===== config.mk =====
export PLATFORM = sky130hd
export DESIGN_NAME = sactp_front
export DESIGN_NICKNAME = d
export VERILOG_FILES = /design/src/design/sactp_pkg.sv /design/src/design/sactp_front.sv
export SDC_FILE = /design/constraint.sdc
export NUM_CORES = 1
export LEC_CHECK = 0
export BUFFER_PORTS_ARGS = -buffer_cell sky130_fd_sc_hd__buf_4
export CORE_ASPECT_RATIO = 1.1
export CORE_MARGIN = 2
export CORE_UTILIZATION = 64
export CTS_BUF_LIST = sky130_fd_sc_hd__clkbuf_8
export DETAILED_ROUTE_END_ITERATION = 6
export PLACE_DENSITY = 0.88
export SLEW_MARGIN = 15
export SYNTH_ARGS = -nofsm -noshare
export SYNTH_HDL_FRONTEND = slang
export SYNTH_SLANG_ARGS = --single-unit

===== constraint.sdc =====
create_clock -name clk -period 8.4 [get_ports clk]
set_clock_uncertainty 0.05 [all_clocks]
set_input_delay 2.1 -clock clk [delete_from_list [all_inputs] [get_ports clk]]
set_output_delay 2.1 -clock clk [all_outputs]
set_load 0.05 [all_outputs]

===== src/design/sactp_pkg.sv =====
// Shared types and constants for the set-associative cache tag and policy block.
`default_nettype none
package sactp_pkg;

    localparam int ADDR_WIDTH   = 32;
    localparam int TAG_W        = ADDR_WIDTH - 2;
    localparam int SET_FIELD_W  = 8;
    localparam int BLK_COST_W   = 17;
    localparam int COST_W       = 18;
    localparam int CNT_W        = 32;
    localparam int TOTAL_W      = 64;
    localparam int CFG_IDX_W    = 3;
    localparam int CFG_DATA_W   = 4;
    localparam int WAYS_CNT_W   = 7;

    localparam int DEF_SETS     = 256;
    localparam int DEF_WAYS     = 8;

    localparam int MEM_CYCLES   = 100;
    localparam int CACHE_CYCLES = 1;
    localparam int OFF_MIN      = 2;
    localparam int OFF_MAX      = 12;
    localparam int IDX_CAP      = 8;

    typedef enum logic [CFG_IDX_W-1:0] {
        REG_OFFSET_BITS    = 3'd0,
        REG_INDEX_BITS     = 3'd1,
        REG_WAYS_IN_USE    = 3'd2,
        REG_WRITE_ALLOCATE = 3'd3,
        REG_WRITE_BACK     = 3'd4,
        REG_USE_FIFO       = 3'd5
    } cfg_reg_t;

    typedef enum logic [1:0] {
        CNT_LOAD_HIT   = 2'd0,
        CNT_LOAD_MISS  = 2'd1,
        CNT_STORE_HIT  = 2'd2,
        CNT_STORE_MISS = 2'd3
    } cnt_sel_t;

    typedef struct packed {
        logic [3:0] offset_bits;
        logic [3:0] index_bits;
        logic [3:0] ways_in_use;
        logic       store_alloc;
        logic       copy_back;
        logic       use_fifo;
    } cfg_t;

    typedef struct packed {
        logic                  op;
        logic [ADDR_WIDTH-1:0] address;
    } in_item_t;

    typedef struct packed {
        logic               hit;
        logic               allocated;
        logic               wrote_back;
        logic [COST_W-1:0]  cycles_added;
        logic [TOTAL_W-1:0] total_cycles;
        logic [CNT_W-1:0]   load_hits;
        logic [CNT_W-1:0]   load_misses;
        logic [CNT_W-1:0]   store_hits;
        logic [CNT_W-1:0]   store_misses;
    } out_item_t;

    // classified access handed from front to back
    typedef struct packed {
        logic                   store;
        logic [SET_FIELD_W-1:0] set;
        logic [TAG_W-1:0]       tag;
        logic [BLK_COST_W-1:0]  blk_cost;
    } acc_t;

    typedef struct packed {
        logic clearing;
        logic pop;
    } bk_status_t;

endpackage
`default_nettype wire


===== src/design/sactp_front.sv =====
// Front end: accepts accesses, splits address into set and tag, queues them.
`default_nettype none
module sactp_front
    import sactp_pkg::*;
#(
    parameter int SETS = DEF_SETS
)
(
    input  wire logic       clk,
    input  wire logic       rst_n,
    input  wire cfg_t       cfg,
    input  wire logic       in_valid,
    output logic            in_stall,
    input  wire in_item_t   in_data,
    input  wire bk_status_t bk,
    output logic            q_valid,
    output acc_t            q_item
);

    localparam int SETS_LOG = (SETS > 1) ? $clog2(SETS + 1) - 1 : 0;
    localparam int IDX_LIM  = (SETS_LOG < IDX_CAP) ? SETS_LOG : IDX_CAP;

    acc_t       q_reg [2];
    logic       wp_reg, wp_next;
    logic       rp_reg, rp_next;
    logic [1:0] cnt_reg, cnt_next;
    logic       push;
    logic [3:0] off;
    logic [3:0] ib;
    logic [4:0] sh;
    acc_t       acc;

    assign in_stall = (cnt_reg == 2'd2) || bk.clearing;
    assign push     = in_valid && !in_stall;
    assign q_valid  = (cnt_reg != 2'd0);
    assign q_item   = q_reg[rp_reg];

    always_comb
    begin
        off = cfg.offset_bits;
        if (off < 4'(OFF_MIN))
            off = 4'(OFF_MIN);
        else if (off > 4'(OFF_MAX))
            off = 4'(OFF_MAX);
        ib = cfg.index_bits;
        if (ib > 4'(IDX_LIM))
            ib = 4'(IDX_LIM);
        sh = 5'(off) + 5'(ib);
        acc.store    = in_data.op;
        acc.set      = SET_FIELD_W'((in_data.address >> off)
                       & ADDR_WIDTH'((9'd1 << ib) - 9'd1));
        acc.tag      = TAG_W'(in_data.address >> sh);
        acc.blk_cost = BLK_COST_W'(MEM_CYCLES) << (off - 4'(OFF_MIN));
    end

    always_comb
    begin
        wp_next  = wp_reg;
        rp_next  = rp_reg;
        cnt_next = cnt_reg;
        if (push)
            wp_next = !wp_reg;
        if (bk.pop)
            rp_next = !rp_reg;
        if (push && !bk.pop)
            cnt_next = cnt_reg + 2'd1;
        else if (!push && bk.pop)
            cnt_next = cnt_reg - 2'd1;
    end

    always_ff @(posedge clk or negedge rst_n)
    begin
        if (!rst_n)
        begin
            wp_reg  <= 1'b0;
            rp_reg  <= 1'b0;
            cnt_reg <= 2'd0;
        end
        else
        begin
            wp_reg  <= wp_next;
            rp_reg  <= rp_next;
            cnt_reg <= cnt_next;
        end
    end

    always_ff @(posedge clk)
    begin
        if (push)
            q_reg[wp_reg] <= acc;
    end

endmodule
`default_nettype wire


==> flow_metrics.env, run 1 <==
export IMPL_status="finished, final reports clean"
export IMPL_p_int_w=0.001251
export IMPL_netlist_area_um2=7217
export IMPL_cts_tree="done"
export IMPL_rows=40
export IMPL_combinationalPowerShare=0.529
export IMPL_place_hpwl_um=12790
export IMPL_period_needed_ps=6131
export IMPL_synth_edff_count=108
export IMPL_wirelength_um=17740
export IMPL_slew_viol_final=0
export IMPL_dieArea_um2=12140
export IMPL_syn_inst=611
export IMPL_hold_slack_ps=462.6
export IMPL_reg2reg_setup_slack_ps=6380
export IMPL_seq_area_frac_synth=0.4632
export IMPL_p_leak_nw=3.216
export IMPL_relSlewSlack=0.2245
export IMPL_io_pins=111
export IMPL_fin_tns_setup_ps=0
export IMPL_ir_drop_uv=290.5
export IMPL_switching_power_w=0.0009936
export IMPL_hold_buffers=0
export IMPL_synth_top_area_frac=0.4494
export IMPL_crit_chain="buf_4 > a21bo_2 > nor2_2 > ha_1 > inv_1 > fa_1 > xnor2_4 > xor2_4 > nand2_1 > a21o_1 > o2111a_1 > a32oi_1 > o21a_1"
export IMPL_synthToLayoutAreaGrowth_pct=13.52
export IMPL_cts_setup_buffers=0
export IMPL_critPathMaxStageDelay_ps=900
export IMPL_yosysMostFrequentCell="edfxtp_1"
export IMPL_cp_start_kind="primary input"
export IMPL_cp_end_kind="register"
export IMPL_setup_viol=0
export IMPL_crit_required_ps=8580
export IMPL_synth_async_sr_flop_share=0.03571
export IMPL_ys_flop_type="edfxtp_1"
export IMPL_max_cap_violations=0
export IMPL_final_nets=753
export IMPL_yosys_area_top_type="edfxtp_1"
export IMPL_die_h_um=115.4
export IMPL_nFillCells=734
export IMPL_drtAntennaViolNets=0
export IMPL_synth_cell_types=78
export IMPL_viasPerCell=6.524
export IMPL_drt_wirelength_per_cell_um=21.04
export IMPL_cts_htree_levels=3
export IMPL_drc=0
export IMPL_hold_viol=0
export IMPL_drtIter0Drc=496
export IMPL_grt_pass1_vias=5275
export IMPL_setup_worst_path_class="primary input to register"
export IMPL_grt_use_total=0.2973
export IMPL_initial_core_util=0.6584
export IMPL_hold_path_class="register to register"
export IMPL_pwr_share_clk=0.135
export IMPL_path_clk_slew_ps=100
export IMPL_clock_path_buffers=2
export IMPL_antenna_found_initial=0
export IMPL_numCtsBuffers=9
export IMPL_die_w_um=105.3
export IMPL_io_buffers=101
export IMPL_drive_gt1_frac=0.3233
export IMPL_num_vias=5500
export IMPL_firstDrtPassIters=5
export IMPL_arrival_ps=6310
export IMPL_synth_commonest_cells="edfxtp_1, mux2i_1, mux2_2, nand2_1, nor2_1"
export IMPL_largest_register_ffs=108
export IMPL_gp_congestion=0.9598
export IMPL_worst_pin_slew_ps=1161
export IMPL_grt_remaining_overflow=0
export IMPL_yosysWarnings=0
export IMPL_fin_crit_sh=0.7299
export IMPL_insertion_delay_ps=370
export IMPL_diodes=0
export IMPL_seqPwrFrac=0.336
export IMPL_grt_pass1_wl_um=27900
export IMPL_coreArea_um2=10960
export IMPL_crit_slowest_cell="xor2_4"
export IMPL_cts_sinks=112
export IMPL_ys_seq_elements=112
export IMPL_grt_max_degree=56
export IMPL_clock_fmax_ghz=0.1631
export IMPL_p_sw_frac=0.4427
export IMPL_avgSynthCellArea_um2=11.81
export IMPL_synth_area_top_cells="edfxtp_1, mux2_2, mux2i_1"
export IMPL_cts_root_buffer="clkbuf_8"
export IMPL_path_max_fanout=35
export IMPL_grt_setup_unrepaired="no"
export IMPL_cts_resized_gates=0
export IMPL_p_per_area_nw_per_um2=273.9
-- placed cells by master, fill, tap and decap left out, types with 9 or more instances in the layout --
| cell type | Yosys | final |
|---|---|---|
| and2_1 | 17 | 17 |
| a21oi_1 | 24 | 24 |
| o22ai_1 | 10 | 10 |
| mux4_2 | 15 | 15 |
| nand2_1 | 47 | 47 |
| o21ai_0 | 23 | 23 |
| mux2_2 | 64 | 64 |
| buf_4 | 3 | 109 |
| a21o_1 | 9 | 9 |
| nand3_1 | 19 | 19 |
| a31oi_1 | 9 | 9 |
| edfxtp_1 | 108 | 108 |
| inv_1 | 12 | 13 |
| mux2i_1 | 67 | 67 |
| nor2_1 | 37 | 36 |
| clkbuf_8 | 0 | 9 |
-- final timing paths --
check,startpoint,endpoint,depth (start not counted)
worst max-delay path,cfg[13],q_reg[1][18]$_DFFE_PP_,13
worst min-delay path,cnt_reg[1]$_DFFE_PN0P_,cnt_reg[1]$_DFFE_PN0P_,1
worst max register to register,cnt_reg[0]$_DFFE_PN0P_,q_reg[0][24]$_DFFE_PP_,5
worst min register to register,cnt_reg[1]$_DFFE_PN0P_,cnt_reg[1]$_DFFE_PN0P_,1
max in group asynchronous,rst_n,rp_reg$_DFFE_PN0P_,1
min in group asynchronous,rst_n,cnt_reg[1]$_DFFE_PN0P_,1
-- critical path, delay by kind of cell --
kind            cells  cell delay (ps)
compound gates      5             1160
xor+xnor            2             1150
fa+ha+maj           2              770
buf+inv             2              300
simple gates        2              780
-- power by group through the flow --
stage | clock network (W) | registers [W] | logic (W)
6_report | 0.000303 | 0.000755 | 0.00119
3_3_place_gp | 0 | 0.000761 | 0.00116
5_1_grt | 0.000322 | 0.000763 | 0.00125
2_1_floorplan | 0 | 0.000761 | 0.000876
4_1_cts | 0.000306 | 0.000755 | 0.00118
3_5_place_dp | 0 | 0.000768 | 0.00118
-- final cells by class --
cell class                 count  area, um2  area share
clock buffer                   9      123.9     0.01512
clock inverter                 7      56.30    0.006872
inverter                      13      48.80    0.005956
multi-input combinational    446       3617      0.4415
sequential                   112       3344      0.4082
tap                          147      183.9     0.02245
timing repair buffer         109      818.3     0.09988
-- metrics by stage --
| step | std cells | utilization | area, um2 | power [W] | setup slack (ps) |
|---|---|---|---|---|---|
| floorplan | 612 | - | 7221 | 0.001637 | 3213 |
| global placement | 827 | 0.7311 | 8013 | 0.001919 | 2007 |
| detailed placement | 827 | 0.7311 | 8013 | 0.001945 | 1945 |
| CTS | 843 | 0.7475 | 8193 | 0.002243 | 2322 |
| global route | 843 | 0.7475 | 8193 | 0.002332 | 2053 |
| finish | 843 | 0.7475 | 8193 | 0.002244 | 2269 |
-- per-layer routing --
layer | vias up | global-route usage | part of all wire
met5 | - | 0 | 0
met4 | 0 | 0.08089 | 0.020
met3 | 30 | 0.04535 | 0.070
met2 | 307 | 0.4938 | 0.49
met1 | 2675 | 0.4128 | 0.42
li1 | 2488 | - | -
-- cell families (layout without fill, tap and decap cells) --
family	Yosys count	after routing	share of synthesized area
AND/OR/NAND/NOR	152	152	0.1030
adder cells (fa/ha/maj)	12	12	0.02098
AO/OA/AOI/OAI	122	122	0.1132
buffers and inverters	54	138	0.03727
other	1	2	0.0005196
flip-flops	112	112	0.4632
multiplexers	147	147	0.2412
XOR/XNOR	11	11	0.02063
No activity file was read; power rests on OpenSTA's default activity.
==> run 2: changes to the inputs <==
--- a/config.mk
+++ b/config.mk
@@ -8,10 +8,10 @@
 export BUFFER_PORTS_ARGS = -buffer_cell sky130_fd_sc_hd__buf_4
 export CORE_ASPECT_RATIO = 1.1
 export CORE_MARGIN = 2
-export CORE_UTILIZATION = 64
+export CORE_UTILIZATION = 60
 export CTS_BUF_LIST = sky130_fd_sc_hd__clkbuf_8
 export DETAILED_ROUTE_END_ITERATION = 6
-export PLACE_DENSITY = 0.88
+export PLACE_DENSITY = 0.84
 export SLEW_MARGIN = 15
 export SYNTH_ARGS = -nofsm -noshare
 export SYNTH_HDL_FRONTEND = slang
==> constraint.sdc (replaced) <==
create_clock -name clk -period 5.7 [get_ports clk]
set_clock_uncertainty 0.05 [all_clocks]
set_input_delay 1.425 -clock clk [delete_from_list [all_inputs] [get_ports clk]]
set_output_delay 1.425 -clock clk [all_outputs]
set_load 0.05 [all_outputs]
==> run 2 against run 1 <==
Net effect: utilization fell by 5.3 points; final area is 0.64% higher; clock power rose by 44%; sequential cell count stayed put; sequential share of layout area shrank 0.26 points; die area grew 6.4%; critical endpoint is now q_reg[0][17]$_DFFE_PP_; largest cell class unchanged.
==> flow_metrics.env, run 2 (synthesized netlist as in run 1, its figures left out) <==
export IMPL_cp_start_kind="primary input"
export IMPL_crit_slowest_cell="xnor2_1"
export IMPL_final_cell_mix="buf_4, edfxtp_1, mux2i_1"
export IMPL_rows=42
export IMPL_setup_viol=0
export IMPL_crit_chain="buf_4 > maj3_2 > fa_1 > xnor2_4 > xnor2_1 > nand2_1 > o22ai_1 > nor2_1 > a221oi_1"
export IMPL_dieArea_um2=12920
export IMPL_grt_use_total=0.2722
export IMPL_final_nets=759
export IMPL_wirelength_um=17350
export IMPL_cts_sinks=112
export IMPL_hold_viol=0
export IMPL_cp_end_kind="register"
export IMPL_diodes=0
export IMPL_critPathMaxStageDelay_ps=790
export IMPL_path_max_fanout=32
export IMPL_drc=0
export IMPL_hold_buffers=0
export IMPL_drive_gt1_frac=0.3276
export IMPL_path_clk_slew_ps=100
export IMPL_reg2reg_setup_slack_ps=3250
export IMPL_fin_crit_sh=0.8548
export IMPL_drtAntennaViolNets=0
export IMPL_viasPerCell=6.356
export IMPL_nFillCells=885
export IMPL_numCtsBuffers=9
export IMPL_arrival_ps=4950
export IMPL_ir_drop_uv=332.2
export IMPL_period_needed_ps=4872
export IMPL_drt_wirelength_per_cell_um=20.27
export IMPL_critical_path_buf_inv_count=1
export IMPL_clock_path_buffers=2
export IMPL_worst_pin_slew_ps=984.9
export IMPL_grt_remaining_overflow=0
export IMPL_cts_setup_buffers=0
export IMPL_firstDrtPassIters=5
export IMPL_initial_core_util=0.6077
export IMPL_fin_util=0.6943
export IMPL_num_vias=5441
export IMPL_place_hpwl_um=12940
export IMPL_coreArea_um2=11880
export IMPL_multiInputGateArea_um2=3617
export IMPL_slew_viol_final=0
export IMPL_largest_register_ffs=108
export IMPL_io_pins=111
export IMPL_cts_root_buffer="clkbuf_8"
export IMPL_io_buffers=101
export IMPL_grt_max_degree=55
export IMPL_cts_tree="done"
export IMPL_mostFrequentLayoutCell="buf_4"
export IMPL_status="finished, final reports clean"
export IMPL_fin_tns_setup_ps=0
export IMPL_cts_resized_gates=0
export IMPL_clock_fmax_ghz=0.2052
export IMPL_p_leak_nw=3.243
export IMPL_cts_htree_levels=3
export IMPL_cp_top_family="adder cells"
export IMPL_drtIter0Drc=500
export IMPL_die_w_um=108.6
export IMPL_relSlewSlack=0.3387
export IMPL_max_cap_violations=0
export IMPL_antenna_found_initial=0
export IMPL_setup_worst_path_class="primary input to register"
export IMPL_grt_setup_unrepaired="no"
export IMPL_synthToLayoutAreaGrowth_pct=14.25
export IMPL_die_h_um=119.0
export IMPL_crit_required_ps=5780
export IMPL_grt_pass1_vias=5176
export IMPL_regArea_um2=3344
export IMPL_hold_path_class="register to register"
export IMPL_grt_pass1_wl_um=27200
export IMPL_insertion_delay_ps=370
export IMPL_hold_slack_ps=440.6
export IMPL_p_per_area_nw_per_um2=398.6
export IMPL_gp_congestion=0.9122
## run 2: cell type report
| cell class | instances | share of cell area |
|---|---|---|
| clock inverters | 6 | 0.005008 |
| multi-input cells | 446 | 0.4387 |
| flip-flops and latches | 112 | 0.4056 |
| inverters | 13 | 0.005918 |
| well taps | 154 | 0.02337 |
| clock buffers | 10 | 0.01669 |
| repair buffers | 115 | 0.1047 |
## run 2: final timing paths
kind | endpoint | from | depth (start not counted)
max in group asynchronous | rp_reg$_DFFE_PN0P_ | rst_n | 1
setup reg to reg | q_reg[0][36]$_DFFE_PP_ | cnt_reg[0]$_DFFE_PN0P_ | 5
hold reg to reg | cnt_reg[1]$_DFFE_PN0P_ | cnt_reg[1]$_DFFE_PN0P_ | 1
hold / removal | cnt_reg[1]$_DFFE_PN0P_ | cnt_reg[1]$_DFFE_PN0P_ | 1
setup / recovery | q_reg[0][17]$_DFFE_PP_ | cfg[13] | 9
min in group asynchronous | wp_reg$_DFFE_PN0P_ | rst_n | 1
## run 2: worst reg2reg max path: cells and delay by family, from the launching register on
kind                   cells  cell delay (ps)
AOI/OAI and AO/OA          1              190
and+or+nand+nor            2              940
DFF                        1              430
buffers and inverters      2              500
## run 2: routing by layer
layer	wire length, um	GRT usage	vias up	share of wire
li1	-	-	2508	-
met1	7476	0.4028	2665	0.43
met2	8486	0.4293	249	0.49
met3	1174	0.03777	19	0.068
met4	214	0.06250	0	0.012
met5	0	0	-	0
## run 2: power by group
| group | switching (W) | internal [W] | total (W) |
|---|---|---|---|
| clock | 0.000264 | 0.000173 | 0.000437 |
| sequential | 0.0000706 | 0.00108 | 0.00115 |
| combinational | 0.00110 | 0.000606 | 0.00170 |
## run 2: metrics by stage
stage          total power [W]  area [um2]  std cells  setup slack (ps)
3_3_place_gp          0.002831        8066        840             533.5
5_1_grt               0.003428        8245        856             515.0
2_1_floorplan         0.002412        7221        612              1188
3_5_place_dp          0.002860        8066        840             539.9
4_1_cts               0.003290        8245        856             904.7
6_report              0.003287        8245        856             827.6
==> run 3: changes to the inputs <==
--- a/config.mk
+++ b/config.mk
@@ -8,10 +8,10 @@
 export BUFFER_PORTS_ARGS = -buffer_cell sky130_fd_sc_hd__buf_4
 export CORE_ASPECT_RATIO = 1.1
 export CORE_MARGIN = 2
-export CORE_UTILIZATION = 60
+export CORE_UTILIZATION = 64
 export CTS_BUF_LIST = sky130_fd_sc_hd__clkbuf_8
 export DETAILED_ROUTE_END_ITERATION = 6
-export PLACE_DENSITY = 0.84
+export PLACE_DENSITY = 0.88
 export SLEW_MARGIN = 15
 export SYNTH_ARGS = -nofsm -noshare
 export SYNTH_HDL_FRONTEND = slang
==> constraint.sdc (replaced) <==
create_clock -name clk -period 6.3 [get_ports clk]
set_clock_uncertainty 0.05 [all_clocks]
set_input_delay 1.575 -clock clk [delete_from_list [all_inputs] [get_ports clk]]
set_output_delay 1.575 -clock clk [all_outputs]
set_load 0.05 [all_outputs]
==> run 3 against run 2 <==
Net effect: register-to-register slack better by 1000 ps; sequential cell count stayed put; wire length is 3.7% higher; die area is 6.0% lower; critical path type unchanged; largest cell class unchanged; highest routed layer unchanged.
==> flow_metrics.env, run 3 (synthesized netlist as in run 1, its figures left out) <==
export IMPL_status="finished, final reports clean"
export IMPL_grt_pass1_wl_um=28460
export IMPL_drc=0
export IMPL_hold_viol=0
export IMPL_largest_register_ffs=108
export IMPL_fin_util=0.7561
export IMPL_worst_pin_slew_ps=1141
export IMPL_cts_sinks=112
export IMPL_ir_drop_uv=411.0
export IMPL_p_per_area_nw_per_um2=371.1
export IMPL_fin_area_um2=8287
export IMPL_grt_setup_unrepaired="no"
export IMPL_reg2reg_setup_slack_ps=4290
export IMPL_drtAntennaViolNets=0
export IMPL_cts_resized_gates=0
export IMPL_io_buffers=101
export IMPL_setup_worst_path_class="primary input to register"
export IMPL_clock_path_buffers=2
export IMPL_dieArea_um2=12140
export IMPL_cts_tree="done"
export IMPL_cp_end_kind="register"
export IMPL_final_cell_mix="buf_4, edfxtp_1, mux2i_1"
export IMPL_grt_pass1_vias=5375
export IMPL_io_pins=111
export IMPL_worstRegToRegCells=5
export IMPL_drt_wirelength_per_cell_um=21.20
export IMPL_rr_endpoint="q_reg[0][32]$_DFFE_PP_"
export IMPL_grt_remaining_overflow=0
export IMPL_antenna_found_initial=0
export IMPL_max_cap_violations=0
export IMPL_synthToLayoutAreaGrowth_pct=14.82
export IMPL_power_w=0.003075
export IMPL_mostFrequentLayoutCell="buf_4"
export IMPL_reg2reg_from="cnt_reg[0]$_DFFE_PN0P_"
export IMPL_path_max_fanout=17
export IMPL_relSlewSlack=0.2341
export IMPL_placed_area_um2=8058
export IMPL_numCtsBuffers=9
export IMPL_setup_viol=0
export IMPL_grt_use_total=0.3017
export IMPL_arrival_ps=5300
export IMPL_hold_buffers=0
export IMPL_drtIter0Drc=645
export IMPL_diodes=0
export IMPL_crit_required_ps=6360
export IMPL_hp_start="cnt_reg[1]$_DFFE_PN0P_"
export IMPL_initial_core_util=0.6584
export IMPL_insertion_delay_ps=370
export IMPL_clock_fmax_ghz=0.1908
export IMPL_min_to="cnt_reg[1]$_DFFE_PN0P_"
export IMPL_viasPerCell=6.412
export IMPL_cts_htree_levels=3
export IMPL_slew_viol_final=0
export IMPL_fin_tns_setup_ps=0
export IMPL_p_leak_nw=3.266
export IMPL_firstDrtPassIters=6
export IMPL_fin_crit_sh=0.8320
export IMPL_die_h_um=115.4
export IMPL_cp_start_kind="primary input"
export IMPL_final_nets=759
export IMPL_coreArea_um2=10960
export IMPL_cts_root_buffer="clkbuf_8"
export IMPL_path_clk_slew_ps=100
export IMPL_die_w_um=105.3
export IMPL_period_needed_ps=5242
export IMPL_hold_path_class="register to register"
export IMPL_cts_setup_buffers=0
export IMPL_num_vias=5444
export IMPL_rows=40
export IMPL_wirelength_um=18000
export IMPL_drive_gt1_frac=0.3291
export IMPL_place_hpwl_um=12880
export IMPL_grt_max_degree=56
export IMPL_whs_path_depth=1
export IMPL_gp_congestion=0.9292
-- run 3: critical path: stages --
cell and delay, ps:
buf_4 160, inv_1 150, maj3_2 530, fa_1 590, xnor2_4 200, xnor2_1 910, nand2_1 410, o22ai_1 260
nor2_1 110, a222oi_1 400
-- run 3: area by class of cell --
class / instances / area [um2]
Multi-Input combinational cell: 446 / 3617
Sequential cell: 112 / 3344
Fill cell: 735 / 2674
Timing Repair Buffer: 115 / 863.3
Tap cell: 147 / 183.9
Clock buffer: 10 / 137.6
Clock inverter: 6 / 91.34
Inverter: 13 / 48.80
-- run 3: how the worst max path moves through the flow --
stage          startpoint                      to  slack (ps)  cells after the start
6_report          cfg[12]  q_reg[1][21]$_DFFE_PP_        1060                     10
5_1_grt           cfg[12]  q_reg[0][21]$_DFFE_PP_         840                     10
4_1_cts           cfg[12]  q_reg[1][21]$_DFFE_PP_        1150                     10
3_5_place_dp      cfg[12]  q_reg[0][21]$_DFFE_PP_         770                     10
3_3_place_gp      cfg[12]  q_reg[0][20]$_DFFE_PP_         820                     10
2_1_floorplan     cfg[13]  q_reg[0][22]$_DFFE_PP_        1640                     11
-- run 3: metrics by stage --
step | setup slack, ps | hold WS, ps | cells
after floorplan | 1638 | 405.2 | 612
after global placement | 816.1 | 422.0 | 833
after detailed placement | 774.8 | 444.0 | 833
after CTS | 1146 | 476.8 | 849
after global routing | 843.0 | 502.1 | 849
final | 1058 | 474.8 | 849
-- run 3: metal layers --
layer  part of all wire  routed length, um  up-vias  GRT usage
li1                   -                  -     2499          -
met1               0.41               7362     2603     0.4194
met2               0.48               8702      304     0.4877
met3              0.084               1519       38    0.05159
met4              0.023                416        0    0.09956
met5                  0                  0        -          0
-- run 3: where the power goes --
| group | switching [W] | total, W | leakage (nW) | internal, W |
|---|---|---|---|---|
| logic | 0.00104 | 0.00159 | 2.11 | 0.000551 |
| clock network | 0.000238 | 0.000476 | 0.116 | 0.000238 |
| registers | 0.0000342 | 0.00101 | 1.04 | 0.000974 |
| total | 0.00131 | 0.00308 | 3.27 | 0.00176 |
